`config.mk`:
```
export PLATFORM = sky130hd
export DESIGN_NAME = gaussian_edge_renorm_smoother_core_flat
export DESIGN_NICKNAME = d
export VERILOG_FILES = /design/src/rtl/core/gers_pkg.sv /design/src/rtl/core/gers_in_if.sv /design/src/rtl/core/gers_out_if.sv /design/src/rtl/core/gaussian_edge_renorm_smoother_core.sv /design/src/rtl/core/gers_ram.sv /design/src/rtl/core/gers_div.sv /design/src/flat_wrapper.sv
export SDC_FILE = /design/constraint.sdc
export NUM_CORES = 2
export LEC_CHECK = 0
export BUFFER_PORTS_ARGS = -buffer_cell sky130_fd_sc_hd__buf_4
export CELL_PAD_IN_SITES_DETAIL_PLACEMENT = 0
export CELL_PAD_IN_SITES_GLOBAL_PLACEMENT = 2
export CORE_MARGIN = 5
export CORE_UTILIZATION = 43
export DETAILED_ROUTE_END_ITERATION = 16
export GPL_TIMING_DRIVEN = 0
export PLACE_DENSITY_LB_ADDON = 0.3
export SLEW_MARGIN = 20
export SYNTH_ARGS = -nofsm -noshare
export SYNTH_HDL_FRONTEND = slang
export SYNTH_SLANG_ARGS = --single-unit
```
`constraint.sdc`:
```
create_clock -name clk_i -period 9.26 [get_ports clk_i]
set_input_delay 1.852 -clock clk_i [delete_from_list [all_inputs] [get_ports clk_i]]
set_output_delay 1.852 -clock clk_i [all_outputs]
set_load 0.1 [all_outputs]
```
`src/rtl/core/gers_pkg.sv`:
```
// Shared types and constants for the edge-renormalized Gaussian smoother.
package gers_pkg;

  localparam int NUM_TAPS   = 7;
  localparam int RADIUS_W   = 3;
  localparam int WEIGHT_W   = 16;
  localparam int APB_ADDR_W = 5;
  localparam int APB_DATA_W = 32;
  localparam int REG_IDX_W  = 3;

  // Center tap is exactly 1.0 in Q1.16, one bit wider than a Q0.16 tap word.
  localparam logic [WEIGHT_W:0] CENTRE_WEIGHT = {1'b1, {WEIGHT_W{1'b0}}};

  localparam logic [RADIUS_W-1:0] RADIUS_RESET = 3'd3;
  localparam logic [WEIGHT_W-1:0] TAP_RESET [NUM_TAPS] = '{
    16'd57835, 16'd39750, 16'd21280, 16'd0, 16'd0, 16'd0, 16'd0
  };

  // Register indexes (byte address / 4).
  localparam logic [REG_IDX_W-1:0] REG_RADIUS = 3'd0;
  localparam logic [REG_IDX_W-1:0] REG_TAP_1  = 3'd1;

  typedef enum logic [2:0] {
    ST_IDLE,
    ST_MAC,
    ST_DRAIN,
    ST_DIV,
    ST_OUT
  } gers_state_e;

endpackage

```
`src/rtl/core/gers_in_if.sv`:
```
// Input sample channel: valid/ready handshake with sample payload.
interface gers_in_if #(
  parameter int SAMPLE_BITS = 16
) ();
  logic                          valid;
  logic                          ready;
  logic signed [SAMPLE_BITS-1:0] sample;
  logic                          last_sample;

  modport source (output valid, sample, last_sample, input ready);
  modport sink   (input valid, sample, last_sample, output ready);
endinterface

```
`src/rtl/core/gers_out_if.sv`:
```
// Result channel: valid/ready handshake with smoothed-value payload.
interface gers_out_if #(
  parameter int SAMPLE_BITS = 16
) ();
  logic                          valid;
  logic                          ready;
  logic signed [SAMPLE_BITS-1:0] smoothed;
  logic                          last_result;

  modport source (output valid, smoothed, last_result, input ready);
  modport sink   (input valid, smoothed, last_result, output ready);
endinterface

```
`src/rtl/core/gaussian_edge_renorm_smoother_core.sv`:
```
// Top level of the edge-renormalized Gaussian smoother.
//
//   channel  | dir | handshake      | payload
//   ---------+-----+----------------+----------------------------------
//   in_i     | in  | valid / ready  | sample (signed), last_sample
//   out_o    | out | valid / ready  | smoothed (signed), last_result
//   APB      | in  | psel / penable | paddr, pwdata, prdata, pready = 1
//
// Each result walks its 2r+1 taps through the history RAM one per cycle
// (shared multiply-accumulate), then a serial divider produces one quotient
// bit per cycle. A last beat emits up to r+1 results back to back. Reset
// clears control state and the sequence count; the history RAM is not
// cleared, since only entries written in the current sequence are used.
// A stalled result sits in the output register; a new beat is taken as soon
// as the engine returns to idle, so the result stall only holds the engine
// when the next result is ready to load.
module gaussian_edge_renorm_smoother_core #(
  parameter int MAX_RADIUS  = 7,
  parameter int SAMPLE_BITS = 16
) (
  input  logic                              clk_i,
  input  logic                              rst_ni,
  gers_in_if.sink                           in_i,
  gers_out_if.source                        out_o,
  input  logic                              psel,
  input  logic                              penable,
  input  logic                              pwrite,
  input  logic [gers_pkg::APB_ADDR_W-1:0]   paddr,
  input  logic [gers_pkg::APB_DATA_W-1:0]   pwdata,
  output logic [gers_pkg::APB_DATA_W-1:0]   prdata,
  output logic                              pready
);

  import gers_pkg::*;

  localparam int HIST_DEPTH = 2 * MAX_RADIUS + 1;
  localparam int IDX_W      = $clog2(HIST_DEPTH);
  localparam int SEEN_W     = $clog2(HIST_DEPTH + 1);
  localparam int AGE_W      = SEEN_W + 1;
  localparam int RMAX       = (MAX_RADIUS < NUM_TAPS) ? MAX_RADIUS : NUM_TAPS;
  localparam int CNT_W      = $clog2(2 * RMAX + 1);
  localparam int MAG_W      = CNT_W + 1;
  localparam int WFULL_W    = WEIGHT_W + 1;
  localparam int PROD_W     = SAMPLE_BITS + WFULL_W + 1;
  localparam int NUM_W      = PROD_W + SEEN_W;
  localparam int DEN_W      = WFULL_W + SEEN_W;
  localparam int DVD_W      = NUM_W + 1;
  localparam int DVS_W      = DEN_W + 1;
  localparam int QB         = SAMPLE_BITS;

  localparam logic [QB-1:0] POS_MAX = {1'b0, {(QB-1){1'b1}}};
  localparam logic [QB-1:0] NEG_MAG = {1'b1, {(QB-1){1'b0}}};

  // ---------------------------------------------------------------------
  // Configuration registers
  // ---------------------------------------------------------------------
  logic [RADIUS_W-1:0]  window_radius_q;
  logic [WEIGHT_W-1:0]  tap_q [NUM_TAPS];
  logic                 cfg_we;
  logic [REG_IDX_W-1:0] cfg_idx;
  logic [REG_IDX_W-1:0] tap_sel;

  assign pready  = 1'b1;
  assign cfg_we  = psel && penable && pwrite;
  assign cfg_idx = paddr[REG_IDX_W+1:2];
  assign tap_sel = REG_IDX_W'(cfg_idx - REG_TAP_1);

  always_ff @(posedge clk_i or negedge rst_ni) begin
    if (!rst_ni) begin
      window_radius_q <= RADIUS_RESET;
      for (int i = 0; i < NUM_TAPS; i++) begin
        tap_q[i] <= TAP_RESET[i];
      end
    end else if (cfg_we) begin
      if (cfg_idx == REG_RADIUS) begin
        window_radius_q <= pwdata[RADIUS_W-1:0];
      end else begin
        tap_q[tap_sel] <= pwdata[WEIGHT_W-1:0];
      end
    end
  end

  always_comb begin
    if (cfg_idx == REG_RADIUS) begin
      prdata = APB_DATA_W'(window_radius_q);
    end else begin
      prdata = APB_DATA_W'(tap_q[tap_sel]);
    end
  end

  // Clamp the radius to what the history and the tap table hold.
  logic [RADIUS_W-1:0] r_eff;
  assign r_eff = (int'(window_radius_q) > RMAX) ? RADIUS_W'(RMAX) : window_radius_q;

  // ---------------------------------------------------------------------
  // Sequencer state
  // ---------------------------------------------------------------------
  gers_state_e         state_q, state_d;
  logic [IDX_W-1:0]    wptr_q, wptr_d;     // slot of the newest sample
  logic [SEEN_W-1:0]   seen_q, seen_d;     // samples in this sequence, saturating
  logic                last_q, last_d;
  logic [RADIUS_W-1:0] r_q, r_d;           // radius latched at accept
  logic [RADIUS_W-1:0] c_q, c_d;           // age of the position being smoothed
  logic [CNT_W-1:0]    cnt_q, cnt_d;       // tap counter

  logic                in_ready;
  logic                ram_we;
  logic                issue;
  logic                acc_clr;
  logic                div_start;
  logic                div_done;
  logic                out_load;

  logic [IDX_W-1:0]    wptr_next;
  logic [SEEN_W-1:0]   seen_inc;
  logic [SEEN_W-1:0]   seen_top;
  logic [RADIUS_W-1:0] c_first_last;
  logic [CNT_W-1:0]    cnt_end;

  logic                s1_v_q;
  logic                p2_v_q;
  logic                out_valid_q;
  logic                out_last_d;

  assign wptr_next    = (wptr_q == IDX_W'(HIST_DEPTH - 1)) ? '0 : wptr_q + 1'b1;
  assign seen_inc     = (seen_q < SEEN_W'(HIST_DEPTH)) ? seen_q + 1'b1 : seen_q;
  assign seen_top     = seen_inc - 1'b1;
  assign c_first_last = (int'(seen_top) > int'(r_eff)) ? r_eff : RADIUS_W'(seen_top);
  assign cnt_end      = CNT_W'({r_q, 1'b0});
  assign out_last_d   = last_q && (c_q == '0);

  always_ff @(posedge clk_i or negedge rst_ni) begin
    if (!rst_ni) begin
      state_q <= ST_IDLE;
      wptr_q  <= '0;
      seen_q  <= '0;
      last_q  <= 1'b0;
      r_q     <= '0;
      c_q     <= '0;
      cnt_q   <= '0;
    end else begin
      state_q <= state_d;
      wptr_q  <= wptr_d;
      seen_q  <= seen_d;
      last_q  <= last_d;
      r_q     <= r_d;
      c_q     <= c_d;
      cnt_q   <= cnt_d;
    end
  end

  always_comb begin
    state_d   = state_q;
    wptr_d    = wptr_q;
    seen_d    = seen_q;
    last_d    = last_q;
    r_d       = r_q;
    c_d       = c_q;
    cnt_d     = cnt_q;
    in_ready  = 1'b0;
    ram_we    = 1'b0;
    issue     = 1'b0;
    acc_clr   = 1'b0;
    div_start = 1'b0;
    out_load  = 1'b0;
    case (state_q)
      ST_IDLE: begin
        in_ready = 1'b1;
        if (in_i.valid) begin
          // Store the beat, then decide whether a result is due.
          ram_we  = 1'b1;
          wptr_d  = wptr_next;
          seen_d  = seen_inc;
          last_d  = in_i.last_sample;
          r_d     = r_eff;
          cnt_d   = '0;
          acc_clr = 1'b1;
          if (in_i.last_sample) begin
            c_d     = c_first_last;
            state_d = ST_MAC;
          end else if (int'(seen_inc) > int'(r_eff)) begin
            c_d     = r_eff;
            state_d = ST_MAC;
          end
        end
      end
      ST_MAC: begin
        issue = 1'b1;
        if (cnt_q == cnt_end) begin
          state_d = ST_DRAIN;
        end else begin
          cnt_d = cnt_q + 1'b1;
        end
      end
      ST_DRAIN: begin
        if (!s1_v_q && !p2_v_q) begin
          div_start = 1'b1;
          state_d   = ST_DIV;
        end
      end
      ST_DIV: begin
        if (div_done) begin
          state_d = ST_OUT;
        end
      end
      ST_OUT: begin
        if (!out_valid_q || out_o.ready) begin
          out_load = 1'b1;
          if (last_q && (c_q != '0)) begin
            // Flush: advance to the next younger position.
            c_d     = c_q - 1'b1;
            cnt_d   = '0;
            acc_clr = 1'b1;
            state_d = ST_MAC;
          end else begin
            if (last_q) begin
              seen_d = '0;
            end
            state_d = ST_IDLE;
          end
        end
      end
      default: begin
        state_d = ST_IDLE;
      end
    endcase
  end

  assign in_i.ready = in_ready;

  // ---------------------------------------------------------------------
  // Tap issue: age of the tapped sample, its weight and how it counts
  // ---------------------------------------------------------------------
  logic signed [AGE_W-1:0] age;
  logic signed [AGE_W-1:0] seen_s;
  logic [MAG_W-1:0]        cnt_x;
  logic [MAG_W-1:0]        r_x;
  logic [MAG_W-1:0]        mag_full;
  logic [RADIUS_W-1:0]     mag;
  logic [WFULL_W-1:0]      tap_w;
  logic                    age_neg;
  logic                    tap_inside;
  logic                    tap_pad;
  logic [IDX_W-1:0]        age_idx;
  logic [IDX_W:0]          addr_diff;
  logic [IDX_W-1:0]        raddr;

  assign age = $signed(AGE_W'(c_q)) + $signed(AGE_W'(r_q)) - $signed(AGE_W'(cnt_q));
  assign seen_s  = $signed({1'b0, seen_q});
  assign age_neg = age[AGE_W-1];

  assign cnt_x    = MAG_W'(cnt_q);
  assign r_x      = MAG_W'(r_q);
  assign mag_full = (cnt_x >= r_x) ? cnt_x - r_x : r_x - cnt_x;
  assign mag      = RADIUS_W'(mag_full);
  assign tap_w    = (mag == '0) ? CENTRE_WEIGHT : {1'b0, tap_q[RADIUS_W'(mag - 1'b1)]};

  // A real sample adds value and weight; the leading pad (one past the
  // oldest sample) and, on a flush, the trailing pad add weight only.
  assign tap_inside = !age_neg && (age < seen_s);
  assign tap_pad    = (!age_neg && (age == seen_s)) ||
                      (last_q && (age == {AGE_W{1'b1}}));

  assign age_idx   = age[IDX_W-1:0];
  assign addr_diff = {1'b0, wptr_q} - {1'b0, age_idx};
  assign raddr     = addr_diff[IDX_W] ? IDX_W'(addr_diff + (IDX_W+1)'(HIST_DEPTH))
                                      : addr_diff[IDX_W-1:0];

  logic [SAMPLE_BITS-1:0] hist_rdata;

  gers_ram #(
    .WIDTH (SAMPLE_BITS),
    .DEPTH (HIST_DEPTH)
  ) u_hist_ram (
    .clk_i   (clk_i),
    .we_i    (ram_we),
    .waddr_i (wptr_next),
    .wdata_i (in_i.sample),
    .re_i    (issue),
    .raddr_i (raddr),
    .rdata_o (hist_rdata)
  );

  // ---------------------------------------------------------------------
  // Multiply-accumulate pipeline: issue -> RAM/multiply -> accumulate
  // ---------------------------------------------------------------------
  logic                     s1_num_q;
  logic                     s1_den_q;
  logic [WFULL_W-1:0]       s1_w_q;
  logic signed [PROD_W-1:0] prod;
  logic signed [PROD_W-1:0] p2_prod_q;
  logic [WFULL_W-1:0]       p2_den_w_q;
  logic signed [NUM_W-1:0]  num_q;
  logic [DEN_W-1:0]         den_q;

  assign prod = $signed({1'b0, s1_w_q}) * $signed(hist_rdata);

  always_ff @(posedge clk_i or negedge rst_ni) begin
    if (!rst_ni) begin
      s1_v_q <= 1'b0;
      p2_v_q <= 1'b0;
    end else begin
      s1_v_q <= issue;
      p2_v_q <= s1_v_q;
    end
  end

  always_ff @(posedge clk_i) begin
    s1_num_q   <= tap_inside;
    s1_den_q   <= tap_inside || tap_pad;
    s1_w_q     <= tap_w;
    p2_prod_q  <= s1_num_q ? prod : '0;
    p2_den_w_q <= s1_den_q ? s1_w_q : '0;
    if (acc_clr) begin
      num_q <= '0;
      den_q <= '0;
    end else if (p2_v_q) begin
      num_q <= num_q + NUM_W'(p2_prod_q);
      den_q <= den_q + DEN_W'(p2_den_w_q);
    end
  end

  // ---------------------------------------------------------------------
  // Rounded division: q = (2|num| + den) / (2 den), ties away from zero
  // ---------------------------------------------------------------------
  logic             num_neg;
  logic [NUM_W-1:0] num_mag;
  logic [DVD_W-1:0] dividend;
  logic [DVS_W-1:0] divisor;
  logic [QB-1:0]    quotient;

  assign num_neg  = num_q[NUM_W-1];
  assign num_mag  = num_neg ? NUM_W'(~num_q + 1'b1) : NUM_W'(num_q);
  assign dividend = {num_mag, 1'b0} + DVD_W'(den_q);
  assign divisor  = {den_q, 1'b0};

  gers_div #(
    .DVD_W (DVD_W),
    .DVS_W (DVS_W),
    .QB    (QB)
  ) u_div (
    .clk_i      (clk_i),
    .rst_ni     (rst_ni),
    .start_i    (div_start),
    .dividend_i (dividend),
    .divisor_i  (divisor),
    .done_o     (div_done),
    .quotient_o (quotient)
  );

  // Apply the sign and saturate to the sample range.
  logic [QB-1:0] result;

  always_comb begin
    if (num_neg) begin
      result = (quotient > NEG_MAG) ? NEG_MAG : QB'(~quotient + 1'b1);
    end else begin
      result = (quotient > POS_MAX) ? POS_MAX : quotient;
    end
  end

  // ---------------------------------------------------------------------
  // Output register
  // ---------------------------------------------------------------------
  logic [SAMPLE_BITS-1:0] out_smoothed_q;
  logic                   out_last_q;

  always_ff @(posedge clk_i or negedge rst_ni) begin
    if (!rst_ni) begin
      out_valid_q <= 1'b0;
    end else if (out_load) begin
      out_valid_q <= 1'b1;
    end else if (out_o.ready) begin
      out_valid_q <= 1'b0;
    end
  end

  always_ff @(posedge clk_i) begin
    if (out_load) begin
      out_smoothed_q <= result;
      out_last_q     <= out_last_d;
    end
  end

  assign out_o.valid       = out_valid_q;
  assign out_o.smoothed    = $signed(out_smoothed_q);
  assign out_o.last_result = out_last_q;

  // ---------------------------------------------------------------------
  // Assertions
  // ---------------------------------------------------------------------
  a_done_in_div: assert property (@(posedge clk_i) disable iff (!rst_ni)
    div_done |-> state_q == ST_DIV)
    else $error("divider finished outside the divide state");

  a_pipe_empty: assert property (@(posedge clk_i) disable iff (!rst_ni)
    (state_q == ST_DIV || state_q == ST_OUT) |-> (!s1_v_q && !p2_v_q))
    else $error("accumulate pipeline busy during divide or output");

  a_last_clears: assert property (@(posedge clk_i) disable iff (!rst_ni)
    (out_load && out_last_d) |=> (seen_q == '0 && state_q == ST_IDLE))
    else $error("final result did not close the sequence");

  a_cnt_bound: assert property (@(posedge clk_i) disable iff (!rst_ni)
    (state_q == ST_MAC) |-> (cnt_q <= cnt_end && c_q <= r_q))
    else $error("tap counter or position out of window");

endmodule

```
`src/rtl/core/gers_ram.sv`:
```
// Generic single-write, single-read RAM with registered read data.
module gers_ram #(
  parameter int WIDTH = 16,
  parameter int DEPTH = 15
) (
  input  logic                     clk_i,
  input  logic                     we_i,
  input  logic [$clog2(DEPTH)-1:0] waddr_i,
  input  logic [WIDTH-1:0]         wdata_i,
  input  logic                     re_i,
  input  logic [$clog2(DEPTH)-1:0] raddr_i,
  output logic [WIDTH-1:0]         rdata_o
);

  logic [WIDTH-1:0] mem_q [DEPTH];

  always_ff @(posedge clk_i) begin
    if (we_i) begin
      mem_q[waddr_i] <= wdata_i;
    end
    if (re_i) begin
      rdata_o <= mem_q[raddr_i];
    end
  end

endmodule

```
`src/rtl/core/gers_div.sv`:
```
// Restoring serial divider, one quotient bit per cycle.
module gers_div #(
  parameter int DVD_W = 39,
  parameter int DVS_W = 22,
  parameter int QB    = 16
) (
  input  logic             clk_i,
  input  logic             rst_ni,
  input  logic             start_i,
  input  logic [DVD_W-1:0] dividend_i,
  input  logic [DVS_W-1:0] divisor_i,
  output logic             done_o,
  output logic [QB-1:0]    quotient_o
);

  localparam int CNT_W = $clog2(QB);

  logic             busy_q;
  logic             done_q;
  logic [CNT_W-1:0] cnt_q;
  logic [DVD_W-1:0] rem_q;
  logic [DVD_W-1:0] dsh_q;
  logic [QB-1:0]    quo_q;
  logic             fits;

  assign fits = rem_q >= dsh_q;

  always_ff @(posedge clk_i or negedge rst_ni) begin
    if (!rst_ni) begin
      busy_q <= 1'b0;
      done_q <= 1'b0;
      cnt_q  <= '0;
    end else begin
      done_q <= 1'b0;
      if (start_i) begin
        busy_q <= 1'b1;
        cnt_q  <= CNT_W'(QB - 1);
      end else if (busy_q) begin
        cnt_q <= cnt_q - 1'b1;
        if (cnt_q == '0) begin
          busy_q <= 1'b0;
          done_q <= 1'b1;
        end
      end
    end
  end

  // Align the divisor under the top quotient bit, then walk it down.
  always_ff @(posedge clk_i) begin
    if (start_i) begin
      rem_q <= dividend_i;
      dsh_q <= DVD_W'(divisor_i) << (QB - 1);
      quo_q <= '0;
    end else if (busy_q) begin
      if (fits) begin
        rem_q <= rem_q - dsh_q;
      end
      dsh_q <= dsh_q >> 1;
      quo_q <= {quo_q[QB-2:0], fits};
    end
  end

  assign done_o     = done_q;
  assign quotient_o = quo_q;

endmodule

```
`src/flat_wrapper.sv`:
```
// flat-port wrapper written by rule: the top's interface ports become plain ports
module gaussian_edge_renorm_smoother_core_flat import gers_pkg::*;
#(
  parameter int MAX_RADIUS  = 7,
  parameter int SAMPLE_BITS = 16
)
  (clk_i, rst_ni, psel, penable, pwrite, paddr, pwdata, prdata, pready, in_i_valid, in_i_sample, in_i_last_sample, in_i_ready, out_o_valid, out_o_smoothed, out_o_last_result, out_o_ready);
  gers_in_if #(.SAMPLE_BITS(SAMPLE_BITS)) in_i_i ();
  gers_out_if #(.SAMPLE_BITS(SAMPLE_BITS)) out_o_i ();
  input  logic clk_i;
  input  logic rst_ni;
  input  logic psel;
  input  logic penable;
  input  logic pwrite;
  input  logic [gers_pkg::APB_ADDR_W-1:0] paddr;
  input  logic [gers_pkg::APB_DATA_W-1:0] pwdata;
  output logic [gers_pkg::APB_DATA_W-1:0] prdata;
  output logic pready;
  input wire logic [$bits(in_i_i.valid)-1:0] in_i_valid;
  input wire logic [$bits(in_i_i.sample)-1:0] in_i_sample;
  input wire logic [$bits(in_i_i.last_sample)-1:0] in_i_last_sample;
  output wire logic [$bits(in_i_i.ready)-1:0] in_i_ready;
  output wire logic [$bits(out_o_i.valid)-1:0] out_o_valid;
  output wire logic [$bits(out_o_i.smoothed)-1:0] out_o_smoothed;
  output wire logic [$bits(out_o_i.last_result)-1:0] out_o_last_result;
  input wire logic [$bits(out_o_i.ready)-1:0] out_o_ready;
  assign in_i_i.valid = in_i_valid;
  assign in_i_i.sample = in_i_sample;
  assign in_i_i.last_sample = in_i_last_sample;
  assign in_i_ready = in_i_i.ready;
  assign out_o_valid = out_o_i.valid;
  assign out_o_smoothed = out_o_i.smoothed;
  assign out_o_last_result = out_o_i.last_result;
  assign out_o_i.ready = out_o_ready;
  gaussian_edge_renorm_smoother_core #(.MAX_RADIUS(MAX_RADIUS), .SAMPLE_BITS(SAMPLE_BITS)) u_core (.clk_i(clk_i), .rst_ni(rst_ni), .in_i(in_i_i), .out_o(out_o_i), .psel(psel), .penable(penable), .pwrite(pwrite), .paddr(paddr), .pwdata(pwdata), .prdata(prdata), .pready(pready));
endmodule
```
==> results.json <==
{
  "register_area_mm2": 0.0169,
  "cts_root_buffer": "clkbuf_16",
  "setup_tns_ns": 0,
  "die_w_um": 326,
  "path_buf_inv": 7,
  "layout_common_cells": "nand2_1, inv_1, edfxtp_1, ha_1, nor2_1",
  "portBuffers": 76,
  "status": "complete, no violations",
  "io_pins": 113,
  "multi_input_area_mm2": 0.0240,
  "fp.coreArea_mm2": 0.0997,
  "dp.cells": 5493,
  "clock_latency_ns": 0.68,
  "highest_layer": "met4",
  "area_growth_pct": 12.4,
  "clk_path_buf_depth": 3,
  "clock-sinks": 640,
  "clkTransAtPathRegs_ns": 0.05,
  "synth_cell_types": 94,
  "postCtsSetupRepairBufs": 0,
  "synth_area_per_cell_um2": 10.6,
  "initial_core_util_pct": 43.2,
  "min_path_type": "reg2reg",
  "dr_wl_met3_mm": 5.49,
  "synth_seq_area_share_pct": 39.3,
  "cp_slowest_stage_delay_ns": 0.73,
  "arrival_ns": 8.75,
  "final_min_period_over_clock_period_pct": 88.5,
  "cp.depth": 25,
  "maxSlewHeadroom_pct": 32.1,
  "nets": 4824,
  "via_count": 30700,
  "die_h_um": 326,
  "cts_buffers": 77,
  "min_from": "u_core.s1_v_q",
  "detail_route.wl_per_cell_um": 21.4,
  "track_usage_pct": 22.5,
  "h-tree-depth": 3,
  "maxSlewViolCount": 0,
  "grt-ovfl-total": 0,
  "critPathRequiredTime_ns": 9.81,
  "drive_above_1_share_pct": 11.9,
  "crit_top_cell": "fa_1",
  "path_max_fanout": 10,
  "cp_slowest_cell": "a311oi_1",
  "critical-path-top-delay-family": "adder cells",
  "cts_hold_buf": 0,
  "hold_viol": 0,
  "drc_errors": 0,
  "tightestPinTransition_ns": 0.993,
  "ctsResizeCount": 0,
  "reg2reg_from": "u_core.u_hist_ram.rdata_o[7]",
  "viasPerCell": 5.45,
  "setup_violations": 0,
  "m1WireLength_mm": 52.3,
  "ys_warn_count": 0,
  "place_congestion": 0.859,
  "finalHoldWorstSlack_ns": 0.374,
  "grt_pass1_vias": 31200,
  "grt_max_degree": 83,
  "netlist_area_mm2": 0.0430,
  "holdPathStages": 0,
  "cp-end-kind": "flop",
  "synth-seq-cells": 640,
  "layout_commonest_cell": "nand2_1",
  "synth-main-ff-cell": "edfxtp_1",
  "fin_crit_ns": 8.19,
  "antenna_found_initial": 1,
  "tritoncts": "yes",
  "ant_nets": 0,
  "dieArea_mm2": 0.107,
  "fin_cells": 5639,
  "synthCells": 4079,
  "fmax_mhz": 122,
  "rrSetupSlack_ns": 1.07,
  "synthArstFlopShare_pct": 22.8,
  "synth_edf_count": 333,
  "row_count": 116,
  "crit_type": "reg2reg",
  "start_kind": "flop",
  "max-cap-violations": 0,
  "ff2ff_path_depth": 25,
  "grt_pass1_wl_mm": 186,
  "fillers": 9250,
  "fin_skew_ns": 0.0378,
  "wirelength_mm": 121,
  "dr.pass1.iters": 5,
  "startpoint": "u_core.u_hist_ram.rdata_o[7]",
  "hpwl_mm": 91.2,
  "rsz0062_at_grt": "no",
  "route.met2.wl_mm": 58.6,
  "drt_iter0_markers": 2046
}
-- flip-flops by register name, indices dropped and copies added (netlist names), 4 cells and up --
name                       count
u_core.tap_q                 112
u_core.seen_q                  4
u_core.u_div.rem_q            39
u_core.u_hist_ram.rdata_o     16
u_core.u_hist_ram.mem_q      240
u_core.u_div.quotient_o       16
u_core.u_div.dsh_q            37
u_core.out_o.smoothed         16
u_core.s1_w_q                 17
u_core.wptr_q                  4
u_core.p2_den_w_q             17
u_core.p2_prod_q              34
u_core.num_q                  38
u_core.den_q                  21
u_core.cnt_q                   4
u_core.u_div.cnt_q             4
-- cell usage after synthesis (all sizes together) (37+ instances only) --
| master | number | area, um^2 |
|---|---|---|
| dfxtp | 161 | 3220 |
| nand3 | 70 | 350 |
| a21o | 68 | 510 |
| dfrtp | 121 | 3030 |
| xnor2 | 114 | 1010 |
| nor2 | 254 | 953 |
| o21ai | 151 | 756 |
| and2 | 176 | 1100 |
| nor3 | 54 | 280 |
| fa | 218 | 4360 |
| a21oi | 179 | 896 |
| nand2 | 407 | 1530 |
| buf | 37 | 205 |
| edfxtp | 333 | 10000 |
| mux2i | 139 | 1390 |
| clkbuf | 154 | 578 |
| ha | 270 | 3380 |
| mux4 | 74 | 1670 |
| inv | 394 | 1480 |
| mux2 | 119 | 1340 |
| xor2 | 65 | 569 |
| nand2b | 42 | 263 |
| a211oi | 52 | 390 |
-- worst paths after layout --
| kind | endpoint |
|---|---|
| setup / recovery | u_core.p2_prod_q[33] |
| max in group asynchronous | u_core.seen_q[2] |
| hold / removal | u_core.p2_v_q |
| setup reg to reg | u_core.p2_prod_q[33] |
| min in group asynchronous | u_core.tap_q[70] |
| hold reg to reg | u_core.p2_v_q |
-- cell families after synthesis --
family,after synthesis,share of synthesized area (%)
fa+ha+maj,488,18.0
flops,640,39.3
xor+xnor,179,3.66
compound gates,669,10.2
other cells,2,0.0174
mux,332,10.2
buf+inv,586,5.26
simple gates,1183,13.4
-- per-stage QoR --
step / area, um^2 / utilization [%] / worst slack (ns)
after floorplan: 43100 / - / 1.71
after global placement: 45300 / 45.4 / 1.03
after detailed placement: 45700 / 45.8 / 0.941
after CTS: 48400 / 48.5 / 0.906
after global routing: 48400 / 48.5 / 0.508
final: 48400 / 48.5 / 1.07
-- per-layer routing --
metal / track usage [%] / vias up
li1: - / 14600
met1: 29.3 / 15200
met2: 38.3 / 663
met3: 3.70 / 198
met4: 7.57 / 0
met5: 0 / -
-- layout make-up --
class                   instances  share of cell area, %
clock inverters                34                   1.01
clock buffers                 110                   4.60
repair buffers                102                   1.78
flip-flops and latches        640                   34.9
plain buffers                 191                   1.62
well taps                    1298                   3.36
inverters                     395                   3.06
multi-input cells            2868                   49.6
diodes                          1                0.00517
Power is not shown: default switching activity piles up to over one toggle a cycle in this logic, so the estimate is an artifact.
